`src/c8_pkg.sv`:
```
// Shared types and constants for the CHIP-8 instruction core.
// Holds the action and status codes, the font table and the ALU result type.
// No dependencies.
package c8_pkg;

    localparam int MEMORY_BYTES   = 4096;
    localparam int STACK_DEPTH_DEF = 16;
    localparam int SCREEN_WIDTH   = 64;
    localparam int SCREEN_HEIGHT  = 32;
    localparam int ADDR_W         = $clog2(MEMORY_BYTES);
    localparam int ROW_W          = $clog2(SCREEN_HEIGHT);
    localparam int COL_W          = $clog2(SCREEN_WIDTH);
    localparam int FONT_BYTES     = 80;

    localparam logic [12:0] PC_START = 13'h200;

    localparam logic [1:0] ACT_EXEC  = 2'd0;
    localparam logic [1:0] ACT_TICK  = 2'd1;
    localparam logic [1:0] ACT_WRITE = 2'd2;
    localparam logic [1:0] ACT_PIXEL = 2'd3;

    localparam logic [2:0] ST_OK        = 3'd0;
    localparam logic [2:0] ST_UNDERFLOW = 3'd1;
    localparam logic [2:0] ST_OVERFLOW  = 3'd2;
    localparam logic [2:0] ST_PC_RANGE  = 3'd3;
    localparam logic [2:0] ST_ILLEGAL   = 3'd4;

    localparam logic [7:0] FONT [FONT_BYTES] = '{
        8'hF0, 8'h90, 8'h90, 8'h90, 8'hF0, 8'h20, 8'h60, 8'h20, 8'h20, 8'h70,
        8'hF0, 8'h10, 8'hF0, 8'h80, 8'hF0, 8'hF0, 8'h10, 8'hF0, 8'h10, 8'hF0,
        8'h90, 8'h90, 8'hF0, 8'h10, 8'h10, 8'hF0, 8'h80, 8'hF0, 8'h10, 8'hF0,
        8'hF0, 8'h80, 8'hF0, 8'h90, 8'hF0, 8'hF0, 8'h10, 8'h20, 8'h40, 8'h40,
        8'hF0, 8'h90, 8'hF0, 8'h90, 8'hF0, 8'hF0, 8'h90, 8'hF0, 8'h10, 8'hF0,
        8'hF0, 8'h90, 8'hF0, 8'h90, 8'h90, 8'hE0, 8'h90, 8'hE0, 8'h90, 8'hE0,
        8'hF0, 8'h80, 8'h80, 8'h80, 8'hF0, 8'hE0, 8'h90, 8'h90, 8'h90, 8'hE0,
        8'hF0, 8'h80, 8'hF0, 8'h80, 8'hF0, 8'hF0, 8'h80, 8'hF0, 8'h80, 8'h80
    };

    typedef struct packed {
        logic [7:0] res;
        logic       flag;
        logic       writes_flag;
        logic       legal;
    } t_alu_res;

endpackage

```
`src/c8_alu.sv`:
```
// Register-to-register ALU for the 8xyN instruction group.
// Depends on c8_pkg for the result struct.
module c8_alu (
    input  logic [7:0]        i_vx,
    input  logic [7:0]        i_vy,
    input  logic [3:0]        i_func,
    output c8_pkg::t_alu_res  o_res
);
    import c8_pkg::*;

    logic [8:0] sum;

    assign sum = {1'b0, i_vx} + {1'b0, i_vy};

    always_comb begin
        o_res = '{res: i_vy, flag: 1'b0, writes_flag: 1'b1, legal: 1'b1};
        case (i_func)
            4'h0: begin
                o_res.writes_flag = 1'b0;
            end
            4'h1: o_res.res = i_vx | i_vy;
            4'h2: o_res.res = i_vx & i_vy;
            4'h3: o_res.res = i_vx ^ i_vy;
            4'h4: begin
                o_res.res  = sum[7:0];
                o_res.flag = sum[8];
            end
            4'h5: begin
                o_res.res  = i_vx - i_vy;
                o_res.flag = (i_vx >= i_vy);
            end
            4'h6: begin
                o_res.res  = {1'b0, i_vy[7:1]};
                o_res.flag = i_vy[0];
            end
            4'h7: begin
                o_res.res  = i_vy - i_vx;
                o_res.flag = (i_vy >= i_vx);
            end
            4'hE: begin
                o_res.res  = {i_vy[6:0], 1'b0};
                o_res.flag = i_vy[7];
            end
            default: begin
                o_res.legal       = 1'b0;
                o_res.writes_flag = 1'b0;
            end
        endcase
    end

endmodule

```
`config.mk`:
```
export PLATFORM = sky130hd
export DESIGN_NAME = c8_alu
export DESIGN_NICKNAME = d
export VERILOG_FILES = /design/src/c8_pkg.sv /design/src/c8_alu.sv
export SDC_FILE = /design/constraint.sdc
export NUM_CORES = 1
export LEC_CHECK = 0
export BUFFER_PORTS_ARGS = -buffer_cell sky130_fd_sc_hd__buf_2
export CORE_UTILIZATION = 40
export DETAILED_ROUTE_END_ITERATION = 10
export GPL_ROUTABILITY_DRIVEN = 0
export SLEW_MARGIN = 20
export SYNTH_ARGS = -nofsm -noshare
export SYNTH_HDL_FRONTEND = slang
export SYNTH_SLANG_ARGS = --single-unit
```
`constraint.sdc`:
```
create_clock -name vclk -period 3.8
set_input_delay 0.76 -clock vclk [all_inputs]
set_output_delay 0.76 -clock vclk [all_outputs]
set_load 0.005 [all_outputs]
```
==> results_dict.tcl <==
set metrics [dict create \
    hold_path.startpoint "i_vy[7]" \
    power_density_mw_per_mm2 134 \
    overflow 0 \
    grt_pass1_vias 2085 \
    dieArea_mm2 0.00507 \
    areaGrowthSynthToFinish_pct 15.9 \
    grt_pass1_wl_um 10500 \
    ir_worst_vdd_mv 0.0617 \
    die_y_um 71.2 \
    tightest_slew_ns 0.578 \
    syn_area_mm2 0.00191 \
    leakagePower_nw 1.05 \
    drc 1 \
    whs_path_depth 3 \
    hold_class "input port to primary output" \
    drt_first_pass_iters 8 \
    die_x_um 71.2 \
    setup_viol 0 \
    wl_per_cell_um 17.7 \
    dp_worst_setup_slack_ns 0.0964 \
    antenna_found_initial 0 \
    hold_violations 0 \
    seq_cells 0 \
    slew_headroom_pct 61.1 \
    grt_use_total_pct 25.6 \
    drt_wl_total_um 6430 \
    synth_top_area_share_pct 23.5 \
    grt_setup_unrepaired "false" \
    initialDrtViolationCount 251 \
    start_kind "input port" \
    cap_violations 0 \
    clockBufferCount 0 \
    io_buffers 31 \
    fp-row-count 24 \
    cp_data_arrival_time_ns 2.87 \
    vias 2288 \
    regArea_um2 0 \
    nFillCells 463 \
    diodes 0 \
    ys_seq_area_share_pct 0 \
    cp.required_ns 3.04 \
    crit_type "input port to primary output" \
    viasPerCell 6.29 \
    min_period_ns 3.63 \
    synth_nets 336 \
    syn_inst 277 \
    ant_nets 0 \
    cts-hold-fix-buffers 0 \
    nets 373 \
    hold_end "o_res[10]" \
    worst_slack_ns 0.166 \
    ios 31 \
    setup-tns-final_ns 0 \
    yosysMostFrequentCell "ha_1" \
    cp-end-kind "primary output" \
    outcome "finished with violations" \
    core_region_area_mm2 0.00447 \
    synth_cell_types 54 \
    avgSynthCellArea_um2 6.91 \
    grt_max_degree 22 \
    worst-path-max-fanout 5 \
    ys_warn_count 0 \
    start_util_pct 42.8 \
    fin_crit_sh_pct 95.6 \
    max_freq_mhz 275 \
    synth_top_area_cell "ha_1" \
    dp_hpwl_um 5030 \
    slew_violations 0 \
    synth.area.top_cells "ha_1 (24%), inv_1 (5.5%), a21oi_1 (4.7%)" \
    synth_commonest_cells "ha_1 (36), inv_1 (28), nor2_1 (24), a21oi_1 (18), o21ai_0 (18)" \
    violations "design-rule violations" \
    drive_gt1_share_pct 19.9 \
]
[metal layers]
layer  track usage, %  vias to the layer above  wire [um]
met1             38.3                     1031       2870
li1                 -                     1080          -
met5                0                        -          0
met2             39.7                      161       2700
met3             2.14                       16        680
met4             5.56                        0        178
[cell families after synthesis]
| group | Yosys count | synth area share (%) |
|---|---|---|
| AOI/OAI and AO/OA | 91 | 33.0 |
| muxes | 10 | 5.36 |
| adders and majority gates | 39 | 26.7 |
| xor gates and xnor gates | 5 | 2.29 |
| and+or+nand+nor | 88 | 22.9 |
| buffers and inverters | 44 | 9.74 |
[cells in the final DEF (no fill, tap or decap), types with 3 or more instances in the layout]
| master | synthesis | routed |
|---|---|---|
| o21a_1 | 3 | 3 |
| ha_1 | 36 | 36 |
| nor2_1 | 24 | 24 |
| o211ai_1 | 5 | 5 |
| o21bai_1 | 3 | 3 |
| nand2_1 | 16 | 16 |
| o21ai_0 | 18 | 17 |
| o31ai_1 | 4 | 3 |
| nand2b_1 | 6 | 6 |
| o32ai_1 | 3 | 3 |
| a221oi_1 | 6 | 6 |
| a21oi_1 | 18 | 18 |
| a22oi_1 | 4 | 4 |
| mux2i_1 | 8 | 8 |
| nor2b_1 | 8 | 8 |
| nor3_1 | 17 | 17 |
| buf_4 | 2 | 19 |
| xnor2_1 | 4 | 4 |
| nand3_1 | 5 | 5 |
| o22ai_1 | 5 | 5 |
| inv_1 | 28 | 28 |
| buf_2 | 3 | 31 |
| a31oi_1 | 3 | 3 |
[power breakdown]
group | internal, mW | switching, mW | leakage (nW)
Sequential | 0 | 0 | 0
Clock | 0 | 0 | 0
Combinational | 0.124 | 0.173 | 1.05
[worst max-delay path: stages]
cell and delay, ns:
buf_2 0.13, inv_1 0.07, ha_1 0.17, inv_1 0.06, fa_1 0.40, nor2b_1 0.15
o21a_1 0.19, o31ai_1 0.37, a31oi_1 0.15, o21ai_0 0.19, nand3_1 0.10, buf_2 0.13
[how the worst max path moves through the flow]
stage             from   endpoint  slack [ns]  cells past startpoint
5_1_grt        i_vx[1]  o_res[10]        0.02                     10
6_report       i_vy[0]   o_res[2]        0.17                     12
2_1_floorplan  i_vx[0]   o_res[9]        0.53                     10
3_3_place_gp   i_vx[0]   o_res[9]        0.13                     12
4_1_cts        i_vx[0]   o_res[9]        0.09                     12
3_5_place_dp   i_vx[0]   o_res[9]         0.1                     12
[timing repair]
action / 4_1_cts / 5_1_grt
gates resized for setup: 0 / 6
hold endpoints to repair: 0 / 0
setup buffers: 0 / 0
endpoints found under the setup margin: 0 / 3
[area by class of cell]
class / count / area, um2 / share of cell area [%]
tap: 52 / 65.1 / 2.93
inverter: 29 / 111 / 5.02
multi-input combinational: 233 / 1750 / 78.6
timing repair buffer: 50 / 298 / 13.4
[stage by stage]
step           instances  hold WS, ns  cell area, um2  power [mW]  utilization [%]
3_3_place_gp         364         1.92            2200       0.288             49.2
3_5_place_dp         364         1.91            2200       0.285             49.2
2_1_floorplan        277         1.63            1910       0.186                -
4_1_cts              364         1.92            2200       0.287             49.2
5_1_grt              364         1.94            2220       0.325             49.6
6_report             364         1.92            2220       0.297             49.6
Note: power is estimated with default switching activity, not from simulation.
